### config.mk
export PLATFORM = sky130hd
export DESIGN_NAME = greedy_corner_spacing_filter
export DESIGN_NICKNAME = d
export VERILOG_FILES = /design/src/design/gcsf_pkg.sv /design/src/design/gcsf_ram.sv /design/src/design/gcsf_ctrl.sv /design/src/design/gcsf_dp.sv /design/src/design/greedy_corner_spacing_filter.sv
export SDC_FILE = /design/constraint.sdc
export NUM_CORES = 2
export LEC_CHECK = 0
export BUFFER_PORTS_ARGS = -buffer_cell sky130_fd_sc_hd__buf_2
export CORE_ASPECT_RATIO = 1.1
export CORE_UTILIZATION = 40
export DETAILED_ROUTE_END_ITERATION = 6
export GPL_ROUTABILITY_DRIVEN = 0
export PLACE_DENSITY = 0.55
export SETUP_SLACK_MARGIN = 0.2
export SKIP_CTS_REPAIR_TIMING = 1
export SYNTH_ARGS = -nofsm -noshare
export SYNTH_HDL_FRONTEND = slang
export SYNTH_SLANG_ARGS = --single-unit
### constraint.sdc
create_clock -name clock -period 13.1 [get_ports clock]
set_input_delay 1.31 -clock clock [delete_from_list [all_inputs] [get_ports clock]]
set_output_delay 1.31 -clock clock [all_outputs]
set_load 0.1 [all_outputs]
### src/design/gcsf_pkg.sv
// Shared types and fixed field widths for the greedy corner spacing filter.
`default_nettype none

package gcsf_pkg;

   localparam int CFG_W       = 7;
   localparam int RANGE_W     = 8;
   localparam int KEPT_CNT_W  = 7;

   typedef struct packed {
      logic load;
      logic scan;
      logic commit;
   } gcsf_cmd_type;

   typedef struct packed {
      logic need_scan;
      logic last_idx;
      logic out_free;
   } gcsf_status_type;

endpackage

`default_nettype wire

### src/design/gcsf_ram.sv
// Generic single-write, single-read RAM with registered read data.
`default_nettype none

module gcsf_ram #(
   parameter int WIDTH = 24,
   parameter int DEPTH = 64,
   localparam int ADDR_W = (DEPTH > 1) ? $clog2(DEPTH) : 1
) (
   input  wire logic                  clock,
   input  wire logic                  wr_en,
   input  wire logic [ADDR_W-1:0]     wr_addr,
   input  wire logic [WIDTH-1:0]      wr_data,
   input  wire logic                  rd_en,
   input  wire logic [ADDR_W-1:0]     rd_addr,
   output logic      [WIDTH-1:0]      rd_data
);

   logic [WIDTH-1:0] mem_ff [DEPTH];
   logic [WIDTH-1:0] rd_data_ff;

   always_ff @(posedge clock) begin
      if (wr_en) begin
         mem_ff[wr_addr] <= wr_data;
      end
      if (rd_en) begin
         rd_data_ff <= mem_ff[rd_addr];
      end
   end

   assign rd_data = rd_data_ff;

endmodule

`default_nettype wire

### src/design/gcsf_ctrl.sv
// Sequencing state machine: take a corner, scan the point store, commit the result.
`default_nettype none

module gcsf_ctrl
   import gcsf_pkg::*;
(
   input  wire logic            clock,
   input  wire logic            reset,
   input  wire logic            req_valid,
   output logic                 req_stall,
   input  wire gcsf_status_type status,
   output gcsf_cmd_type         cmd
);

   typedef enum logic [2:0] {
      ST_IDLE,
      ST_CHECK,
      ST_SCAN,
      ST_DRAIN,
      ST_FINISH
   } state_type;

   state_type state_ff;
   state_type state_in;

   always_comb begin
      state_in = state_ff;
      case (state_ff)
         ST_IDLE: begin
            if (req_valid) begin
               state_in = ST_CHECK;
            end
         end
         ST_CHECK: begin
            state_in = status.need_scan ? ST_SCAN : ST_FINISH;
         end
         ST_SCAN: begin
            if (status.last_idx) begin
               state_in = ST_DRAIN;
            end
         end
         // The last read's data is compared here.
         ST_DRAIN: begin
            state_in = ST_FINISH;
         end
         ST_FINISH: begin
            if (status.out_free) begin
               state_in = ST_IDLE;
            end
         end
         default: begin
            state_in = ST_IDLE;
         end
      endcase
   end

   always_ff @(posedge clock) begin
      if (reset) begin
         state_ff <= ST_IDLE;
      end else begin
         state_ff <= state_in;
      end
   end

   assign req_stall  = (state_ff != ST_IDLE);
   assign cmd.load   = (state_ff == ST_IDLE) && req_valid;
   assign cmd.scan   = (state_ff == ST_SCAN);
   assign cmd.commit = (state_ff == ST_FINISH) && status.out_free;

endmodule

`default_nettype wire

### src/design/gcsf_dp.sv
// Datapath: corner registers, point store, spacing compare and result register.
`default_nettype none

module gcsf_dp
   import gcsf_pkg::*;
#(
   parameter int MAX_POINTS = 64,
   parameter int COORD_BITS = 12
) (
   input  wire logic                  clock,
   input  wire logic                  reset,
   input  wire logic                  req_start_of_frame,
   input  wire logic [COORD_BITS-1:0] req_corner_x,
   input  wire logic [COORD_BITS-1:0] req_corner_y,
   input  wire logic [RANGE_W-1:0]    req_spacing_range,
   input  wire logic                  csr_wr_en,
   input  wire logic [CFG_W-1:0]      csr_wr_data,
   input  wire gcsf_cmd_type          cmd,
   output gcsf_status_type            status,
   output logic                       rsp_valid,
   input  wire logic                  rsp_stall,
   output logic                       rsp_accepted,
   output logic [COORD_BITS-1:0]      rsp_kept_x,
   output logic [COORD_BITS-1:0]      rsp_kept_y,
   output logic [KEPT_CNT_W-1:0]      rsp_kept_count,
   output logic                       rsp_store_full
);

   localparam int CNT_W  = $clog2(MAX_POINTS + 1);
   localparam int ADDR_W = (MAX_POINTS > 1) ? $clog2(MAX_POINTS) : 1;

   logic [CFG_W-1:0]      max_points_ff, max_points_in;
   logic [CNT_W-1:0]      count_ff, count_in;
   logic [CNT_W-1:0]      idx_ff, idx_in;
   logic                  cmp_vld_ff;
   logic                  hit_ff, hit_in;
   logic                  rsp_valid_ff, rsp_valid_in;
   logic [COORD_BITS-1:0] x_ff, y_ff;
   logic [RANGE_W-1:0]    range_ff;
   logic                  acc_ff;
   logic [COORD_BITS-1:0] kept_x_ff, kept_y_ff;
   logic [KEPT_CNT_W-1:0] kept_count_ff;
   logic                  full_ff;

   logic [CNT_W-1:0]        limit;
   logic                    room;
   logic                    take;
   logic [CNT_W-1:0]        count_next;
   logic [31:0]             count_ext;
   logic [2*COORD_BITS-1:0] rd_data;
   logic [COORD_BITS-1:0]   rd_x, rd_y, dx, dy;
   logic                    near;

   gcsf_ram #(
      .WIDTH (2 * COORD_BITS),
      .DEPTH (MAX_POINTS)
   ) u_store (
      .clock   (clock),
      .wr_en   (cmd.commit && take),
      .wr_addr (count_ff[ADDR_W-1:0]),
      .wr_data ({x_ff, y_ff}),
      .rd_en   (cmd.scan),
      .rd_addr (idx_ff[ADDR_W-1:0]),
      .rd_data (rd_data)
   );

   // A limit of zero, or any value above the store size, means the full store.
   always_comb begin
      if ((max_points_ff == '0) || (32'(max_points_ff) > MAX_POINTS)) begin
         limit = CNT_W'(MAX_POINTS);
      end else begin
         limit = CNT_W'(max_points_ff);
      end
   end

   assign room       = (count_ff < limit);
   assign take       = room && !hit_ff;
   assign count_next = count_ff + CNT_W'(take);
   assign count_ext  = 32'(count_next);

   assign rd_x = rd_data[2*COORD_BITS-1:COORD_BITS];
   assign rd_y = rd_data[COORD_BITS-1:0];
   assign dx   = (rd_x > x_ff) ? (rd_x - x_ff) : (x_ff - rd_x);
   assign dy   = (rd_y > y_ff) ? (rd_y - y_ff) : (y_ff - rd_y);
   assign near = (32'(dx) < 32'(range_ff)) && (32'(dy) < 32'(range_ff));

   always_comb begin
      max_points_in = csr_wr_en ? csr_wr_data : max_points_ff;

      count_in = count_ff;
      if (cmd.load && req_start_of_frame) begin
         count_in = '0;
      end else if (cmd.commit) begin
         count_in = count_next;
      end

      idx_in = idx_ff;
      if (cmd.load) begin
         idx_in = '0;
      end else if (cmd.scan) begin
         idx_in = idx_ff + CNT_W'(1);
      end

      hit_in = hit_ff;
      if (cmd.load) begin
         hit_in = 1'b0;
      end else if (cmp_vld_ff && near) begin
         hit_in = 1'b1;
      end

      rsp_valid_in = cmd.commit || (rsp_valid_ff && rsp_stall);
   end

   always_ff @(posedge clock) begin
      if (reset) begin
         max_points_ff <= '0;
         count_ff      <= '0;
         idx_ff        <= '0;
         cmp_vld_ff    <= 1'b0;
         hit_ff        <= 1'b0;
         rsp_valid_ff  <= 1'b0;
      end else begin
         max_points_ff <= max_points_in;
         count_ff      <= count_in;
         idx_ff        <= idx_in;
         cmp_vld_ff    <= cmd.scan;
         hit_ff        <= hit_in;
         rsp_valid_ff  <= rsp_valid_in;
      end
   end

   always_ff @(posedge clock) begin
      if (cmd.load) begin
         x_ff     <= req_corner_x;
         y_ff     <= req_corner_y;
         range_ff <= req_spacing_range;
      end
      if (cmd.commit) begin
         acc_ff        <= take;
         kept_x_ff     <= x_ff;
         kept_y_ff     <= y_ff;
         kept_count_ff <= count_ext[KEPT_CNT_W-1:0];
         full_ff       <= (count_next >= limit);
      end
   end

   assign status.need_scan = room && (count_ff != '0);
   assign status.last_idx  = ((idx_ff + CNT_W'(1)) == count_ff);
   assign status.out_free  = !rsp_valid_ff || !rsp_stall;

   assign rsp_valid      = rsp_valid_ff;
   assign rsp_accepted   = acc_ff;
   assign rsp_kept_x     = kept_x_ff;
   assign rsp_kept_y     = kept_y_ff;
   assign rsp_kept_count = kept_count_ff;
   assign rsp_store_full = full_ff;

endmodule

`default_nettype wire

### src/design/greedy_corner_spacing_filter.sv
// Top level of the greedy corner spacing filter: controller plus datapath.
//
// Corners of a frame arrive on the req_ channel strongest first, one beat per
// corner with its column, row and spacing range; req_start_of_frame empties
// the point store before that corner is tested. Each corner yields exactly one
// beat on the rsp_ channel: whether it was kept, its coordinates, the number of
// points kept so far and whether the per-frame limit has been reached.
// csr_wr_data sets the limit (zero means the whole store); write it only while
// no corner is in flight.
// One corner is worked on at a time. With points in the store, the request
// beat is followed by a check, a scan that reads the store RAM one point per
// cycle, a drain for the last registered read, and the result register; an
// empty or full store goes from the check straight to the result. The next
// request is taken the cycle after the result is registered.
// The result register frees the scan logic: a new corner may be taken while
// the previous result is stalled, but its own result waits until that beat
// leaves. Reset empties the store, clears the limit and drops rsp_valid; the
// store contents need no clearing.
`default_nettype none

module greedy_corner_spacing_filter
   import gcsf_pkg::*;
#(
   parameter int MAX_POINTS = 64,
   parameter int COORD_BITS = 12
) (
   input  wire logic                  clock,
   input  wire logic                  reset,
   input  wire logic                  req_valid,
   output logic                       req_stall,
   input  wire logic                  req_start_of_frame,
   input  wire logic [COORD_BITS-1:0] req_corner_x,
   input  wire logic [COORD_BITS-1:0] req_corner_y,
   input  wire logic [RANGE_W-1:0]    req_spacing_range,
   output logic                       rsp_valid,
   input  wire logic                  rsp_stall,
   output logic                       rsp_accepted,
   output logic [COORD_BITS-1:0]      rsp_kept_x,
   output logic [COORD_BITS-1:0]      rsp_kept_y,
   output logic [KEPT_CNT_W-1:0]      rsp_kept_count,
   output logic                       rsp_store_full,
   input  wire logic                  csr_wr_en,
   input  wire logic [CFG_W-1:0]      csr_wr_data
);

   gcsf_cmd_type    cmd;
   gcsf_status_type status;

   gcsf_ctrl u_ctrl (
      .clock     (clock),
      .reset     (reset),
      .req_valid (req_valid),
      .req_stall (req_stall),
      .status    (status),
      .cmd       (cmd)
   );

   gcsf_dp #(
      .MAX_POINTS (MAX_POINTS),
      .COORD_BITS (COORD_BITS)
   ) u_dp (
      .clock              (clock),
      .reset              (reset),
      .req_start_of_frame (req_start_of_frame),
      .req_corner_x       (req_corner_x),
      .req_corner_y       (req_corner_y),
      .req_spacing_range  (req_spacing_range),
      .csr_wr_en          (csr_wr_en),
      .csr_wr_data        (csr_wr_data),
      .cmd                (cmd),
      .status             (status),
      .rsp_valid          (rsp_valid),
      .rsp_stall          (rsp_stall),
      .rsp_accepted       (rsp_accepted),
      .rsp_kept_x         (rsp_kept_x),
      .rsp_kept_y         (rsp_kept_y),
      .rsp_kept_count     (rsp_kept_count),
      .rsp_store_full     (rsp_store_full)
   );

endmodule

`default_nettype wire

# Word-level counts from Yosys, hierarchy flattened

Memory sizes are Yosys's and may differ from the RTL's. A register that Yosys moved wholly into a read port is not among the register bits.
Cells that the tools add are included.

Add/subtract/negate cells: 6
Multipliers: 0
Div/mod/pow operators: 0
Magnitude comparators: 7
Equal/unequal tests: 8
Shift-type cells: 0
Multiplexer cells: 10
Bitwise gates (word level): 0
Reductions and logical operators: 22

Operators with widths:

| kind                                                | number |
|---|---|
| subtractor 12 bit                                   | 4 |
| > comparator 12 bit                                 | 2 |
| less-than comparator 12 x 8 -> 1 bit                | 2 |
| 2-to-1 mux 12 bit                                   | 2 |
| case mux 3 bit (5 select lines)                     | 1 |
| 2-to-1 mux 3 bit                                    | 4 |
| logical AND 1 bit                                   | 9 |
| adder 7 x 1 -> 7 bit                                | 1 |
| adder 7 x 1 -> 7 bit, second input constant         | 1 |
| equality test 7 bit                                 | 1 |
| greater-or-equal comparator 7 bit                   | 1 |
| > comparator 7 bit, second input constant           | 1 |
| logical NOT 7 bit                                   | 1 |
| less-than comparator 7 bit                          | 1 |
| 2-to-1 mux 7 bit                                    | 1 |
| nonzero test 7 bit                                  | 1 |
| equality test 3 x 2 -> 1 bit, second input constant | 2 |
| inequality test 2 bit, second input constant        | 2 |
| OR reduction 2 bit                                  | 2 |
| equality test 3 x 1 -> 1 bit, second input constant | 1 |
| equality test 3 bit, second input constant          | 1 |
| logical NOT 1 bit                                   | 3 |
| logical NOT 3 bit                                   | 1 |
| logical OR 1 bit                                    | 3 |
| other kinds (4)                                     | 5 |

Register bits after elaboration: 92
Bits in latches: 0
Bits in writable memories: 1,536
Bits in read-only memories: 0
Input bits: 45
Memories kept: 1

Memory list:

| memory              | words | bits a word | read ports | clocked after Yosys merged registers in | write ports | line           | source |
|---|---|---|---|---|---|---|---|
| u_dp.u_store.mem_ff | 64    | 24          | 1          | 1                                       | 1           | gcsf_ram.sv:18 | `logic [WIDTH-1:0] mem_ff [DEPTH];` |

# Longest topological paths before layout

Depth after elaboration: 8
Depth in mapped cells: 21

# Hierarchy

From an unflattened synthesis, not the netlist that was laid out.

Cells, all modules: 3,228
Area total of the unflattened synthesis: 65,749.3 sq um

By module, submodules not included:

| module    | instances | cells each | area an instance (sq um) | sequential area each (sq um) |
|---|---|---|---|---|
| gcsf_ram  | 1         | 2,610      | 59,535.8                 | 46,844.9 |
| gcsf_dp   | 1         | 600        | 6,048.3                  | 2,432.3 |
| gcsf_ctrl | 1         | 18         | 165.2                    | 60.1 |

# Worst setup path after synthesis

Ideal clock, no wire load.

Path type: reg-to-reg
Start: reg u_dp.x_ff[7]
End: reg u_dp.hit_ff
Arrival time: 4.965 ns
Slack: 8.076 ns
Stages on the path, launching flop included: 20
Path buffers: 1
Clock period less this slack: 5.024 ns
Cells stage by stage: edfxtp_1 -> inv_1 -> ha_1 -> clkbuf_1 -> a21o_1 -> o21bai_1 -> o41ai_2 -> o21a_1 -> nor2_1 -> mux2i_1 -> xor2_1 -> ha_1 -> a22oi_1 -> nand3_1 -> a31oi_1 -> nand4_1 -> nor3_1 -> or4b_1 -> o32ai_1 -> a22o_1

Cells in the longest elaborated chain, start to end: 5

Ends and longest elaborated chain:

| what                                                            | line           | source |
|---|---|---|
| from (decl)                                                     | gcsf_dp.sv:38  | `logic [COORD_BITS-1:0] x_ff, y_ff;` |
| from (signal assigned)                                          | gcsf_dp.sv:134 | `x_ff <= req_corner_x;` |
| subtractor 12 bit / > comparator 12 bit (equally long branches) | gcsf_dp.sv:83  | `assign dx = (rd_x > x_ff) ? (rd_x - x_ff) : (x_ff - rd_x);` |
| 2-to-1 mux 12 bit (*)                                           | gcsf_dp.sv:83  |  |
| less-than comparator 12 x 8 -> 1 bit (*)                        | gcsf_dp.sv:85  | `assign near = (32'(dx) < 32'(range_ff)) && (32'(dy) < 32'(range_ff));` |
| logical AND 1 bit (*)                                           | gcsf_dp.sv:85  |  |
| logical AND 1 bit (*)                                           | gcsf_dp.sv:107 | `end else if (cmp_vld_ff && near) begin` |
| to (signal assigned)                                            | gcsf_dp.sv:127 | `hit_ff <= hit_in;` |
| to (decl)                                                       | gcsf_dp.sv:36  | `logic hit_ff, hit_in;` |

Every way passes the cells marked *; elsewhere a longest branch is shown, timed or not.
A chain may end at the register's enable or synchronous reset.

# Final worst setup path

Same ends and word-level chain as after synthesis.

==> flow_summary.ini <==
[cells_and_area]
drive_above_1_share = 0.3092
stdcell_area_um2 = 74100
area_growth_pct = 13.46
layout.nets = 3232

[synth]
synth_area_per_cell_um2 = 22.51
async_flop_share = 0
netlist_instances = 2901
synth_cell_types = 58
yosysWarnings = 0
synth_nets = 3027
yosys.area.top_type = edfxtp_1
synth.area.top_cells = edfxtp_1, mux4_2, ha_1
ys_seq_area_frac = 0.7555
yosysTopAreaCellShare = 0.7472
ys_ff_latch = 1652
synth_ff_type = edfxtp_1
synth_area_um2 = 65310
synth_edf_count = 1625

[clocking]
cts_sinks = 1652
cts_tree = done
clkSlewWorstSetupHoldPaths_ns = 0.07
cts_buffers = 161
clock_latency_ns = 0.80
cts_buffer_depth = 3
htreeDepth = 4
root_buffer = clkbuf_16

[sta]
rsz0062_at_grt = no
post-route-period-util = 0.4159
setup-violations-final = 0
max_slew_margin = 0.2153
worst_slack_ns = 7.652
hold_viol_final = 0
tns_ns = 0
fmax_mhz = 183.5
fin_worst_skew_ns = 0.02694
slew_viol_final = 0
period_minus_slack_ns = 5.448
tightestPinTransition_ns = 1.174

[setup_path]
crit_fanout = 67
crit_required_ns = 13.85
crit_slowest_cell = nor2_1
critical_path.most_common_cell = ha_1
critPathBufInv = 2
cp-end-kind = flop
max_stage_delay_ns = 0.60
reg2reg_to = u_dp.hit_ff
reg2regPathDepth = 19
r2r_start = u_dp.x_ff[7]
critical_path_depth = 19
path_class = reg -> reg
path_cells = buf_4 -> inv_1 -> ha_1 -> a21o_1 -> o21bai_1 -> o41ai_2 -> o21a_1 -> nor2_1 -> mux2i_1 -> xor2_1 -> ha_1 -> a22oi_1 -> nand3_1 -> a31oi_1 -> nand4_1 -> nor3_1 -> or4b_1 -> o32ai_1 -> a22o_1
arrival_ns = 6.20
regToRegSetupSlack_ns = 7.65
worst_setup_path_start_kind = flop
path_delay_family = simple AND/OR/NAND/NOR gates

[min_path]
holdPathEnd = u_dp.max_points_ff[5]
hold_start = u_dp.max_points_ff[5]
hp-class = reg -> reg
hold_depth = 2

[global_route]
grt_pass1_wl_mm = 241.5
grt_usage = 0.2107
antenna_found_initial = 3
grt_pass1_vias = 31560
grt_max_degree = 111
overflow = 0

[die]
placementRows = 155
die_w_um = 387.3
ios = 80
dieArea_um2 = 164900
start_util = 0.4028
die_height_um = 425.8
core_um2 = 162100

[power_and_ir_drop]
irDropWorstVdd_mv = 0.1374
p_leak_uw = 0.02275
pwr_density_cell_nw_per_um2 = 145.8

[outcome]
status = finished, final reports clean

[drt]
ant_nets = 0
drc = 0
via_per_inst = 5.737
drt_iter0_markers = 3311
routed-via-count = 30710
drt-pass1-iter-count = 5
totalWireLength_mm = 173.2
wl_per_cell_um = 32.36

[placed_design]
hpwl_mm = 94.40
dp_slack_ns = 7.693
buffer_ports.inserted = 79
placedInstanceArea_um2 = 68800

[run]
maxCapViolCount = 0
[kinds of logic (layout without fill, tap and decap cells)]
logic type      count (synthesis)  in the layout  share of synthesized area
xor+xnor                       44             44                   0.005901
compound gates                126            126                    0.01245
mux                           529            529                     0.1777
other cells                     0              9                          0
buf+inv                       212            535                    0.01410
simple gates                  257            257                    0.01843
fa+ha+maj                      81             81                    0.01598
flops                        1652           1652                     0.7555
[layout make-up]
| class | instances | area [µm²] |
|---|---|---|
| antenna | 9 | 22.52 |
| clock buffer | 194 | 4333 |
| clock inverter | 87 | 938.4 |
| fill | 13310 | 88030 |
| inverter | 73 | 274.0 |
| multi-input combinational | 1037 | 15330 |
| sequential | 1652 | 49350 |
| tap | 2119 | 2651 |
| timing repair buffer | 181 | 1199 |
[worst min-delay path, delay by kind of cell (launching register included)]
| kind | cells | cell delay (ns) |
|---|---|---|
| simple gates | 1 | 0.07 |
| mux | 1 | 0.08 |
| flops | 1 | 0.35 |
[routing by layer]
| metal | vias to the layer above | track usage | wire [µm] |
|---|---|---|---|
| met5 | - | 0 | 13 |
| met4 | 2 | 0.06475 | 4849 |
| met3 | 246 | 0.03360 | 10350 |
| met2 | 1081 | 0.3652 | 89300 |
| met1 | 16760 | 0.2730 | 68710 |
| li1 | 12620 | - | - |
[report_power, final]
part	internal (µW)	total [µW]	switching [µW]
registers	5840	5840	7.00
logic	67.5	286	218
clock network	2720	4670	1950
[registers in the layout (all words and copies together), names as in the netlist, 3 cells and up]
register              flops
u_dp.u_store.mem_ff    1536
u_dp.idx_ff               7
u_dp.y_ff                12
u_dp.rsp_kept_y          12
u_dp.count_ff             7
u_dp.rsp_kept_x          12
u_ctrl.state_ff           3
u_dp.rsp_kept_count       7
u_dp.max_points_ff        7
u_dp.x_ff                12
u_dp.u_store.rd_data     24
u_dp.range_ff             8
[cell usage in the layout (no fill, tap or decap), drive strengths merged, types with 13 or more instances in the layout]
cell / Yosys / final
edfxtp: 1625 / 1625
buf: 59 / 181
a21oi: 45 / 45
ha: 77 / 77
bufinv: 0 / 19
xnor2: 20 / 20
nand3: 21 / 21
xor2: 24 / 24
o21ai: 20 / 20
mux4: 504 / 504
inv: 72 / 75
dfxtp: 27 / 27
nand2: 36 / 36
clkinv: 1 / 59
mux2i: 23 / 23
nor2: 124 / 124
clkbuf: 80 / 194
a21o: 13 / 13
[worst max path at each step]
stage	startpoint	end	slack, ns
global placement	u_dp.x_ff[7]	u_dp.hit_ff	7.88
CTS	u_dp.x_ff[7]	u_dp.hit_ff	7.66
floorplan	u_dp.x_ff[7]	u_dp.hit_ff	8.08
finish	u_dp.x_ff[7]	u_dp.hit_ff	7.65
detailed placement	u_dp.x_ff[7]	u_dp.hit_ff	7.69
global route	u_dp.x_ff[7]	u_dp.hit_ff	7.16
[Yosys cell counts (6+ instances only)]
cell and number:
a211oi_1 8, a21o_1 13, a21oi_1 44, buf_1 32, buf_4 14, buf_6 9
clkbuf_1 80, dfxtp_1 27, edfxtp_1 1625, ha_1 77, inv_1 72, mux2i_1 23
mux4_2 504, nand2_1 36, nand2b_1 11, nand3_1 21, nand3b_1 7, nand4_1 12
nor2_1 124, nor2b_1 9, nor3_1 12, o211ai_1 6, o21ai_0 18, or3_1 6
xnor2_1 20, xor2_1 24
[per-stage QoR]
step | utilization | instances | power, µW | hold slack (ns)
floorplan | - | 2901 | 6125 | 0.4846
global route | 0.4569 | 5344 | 11080 | 0.5538
global placement | 0.4244 | 5062 | 6226 | 0.5191
CTS | 0.4569 | 5343 | 10890 | 0.5377
detailed placement | 0.4244 | 5062 | 6241 | 0.5212
finish | 0.4570 | 5352 | 10800 | 0.5397
Note: power is estimated with default switching activity, not from simulation.
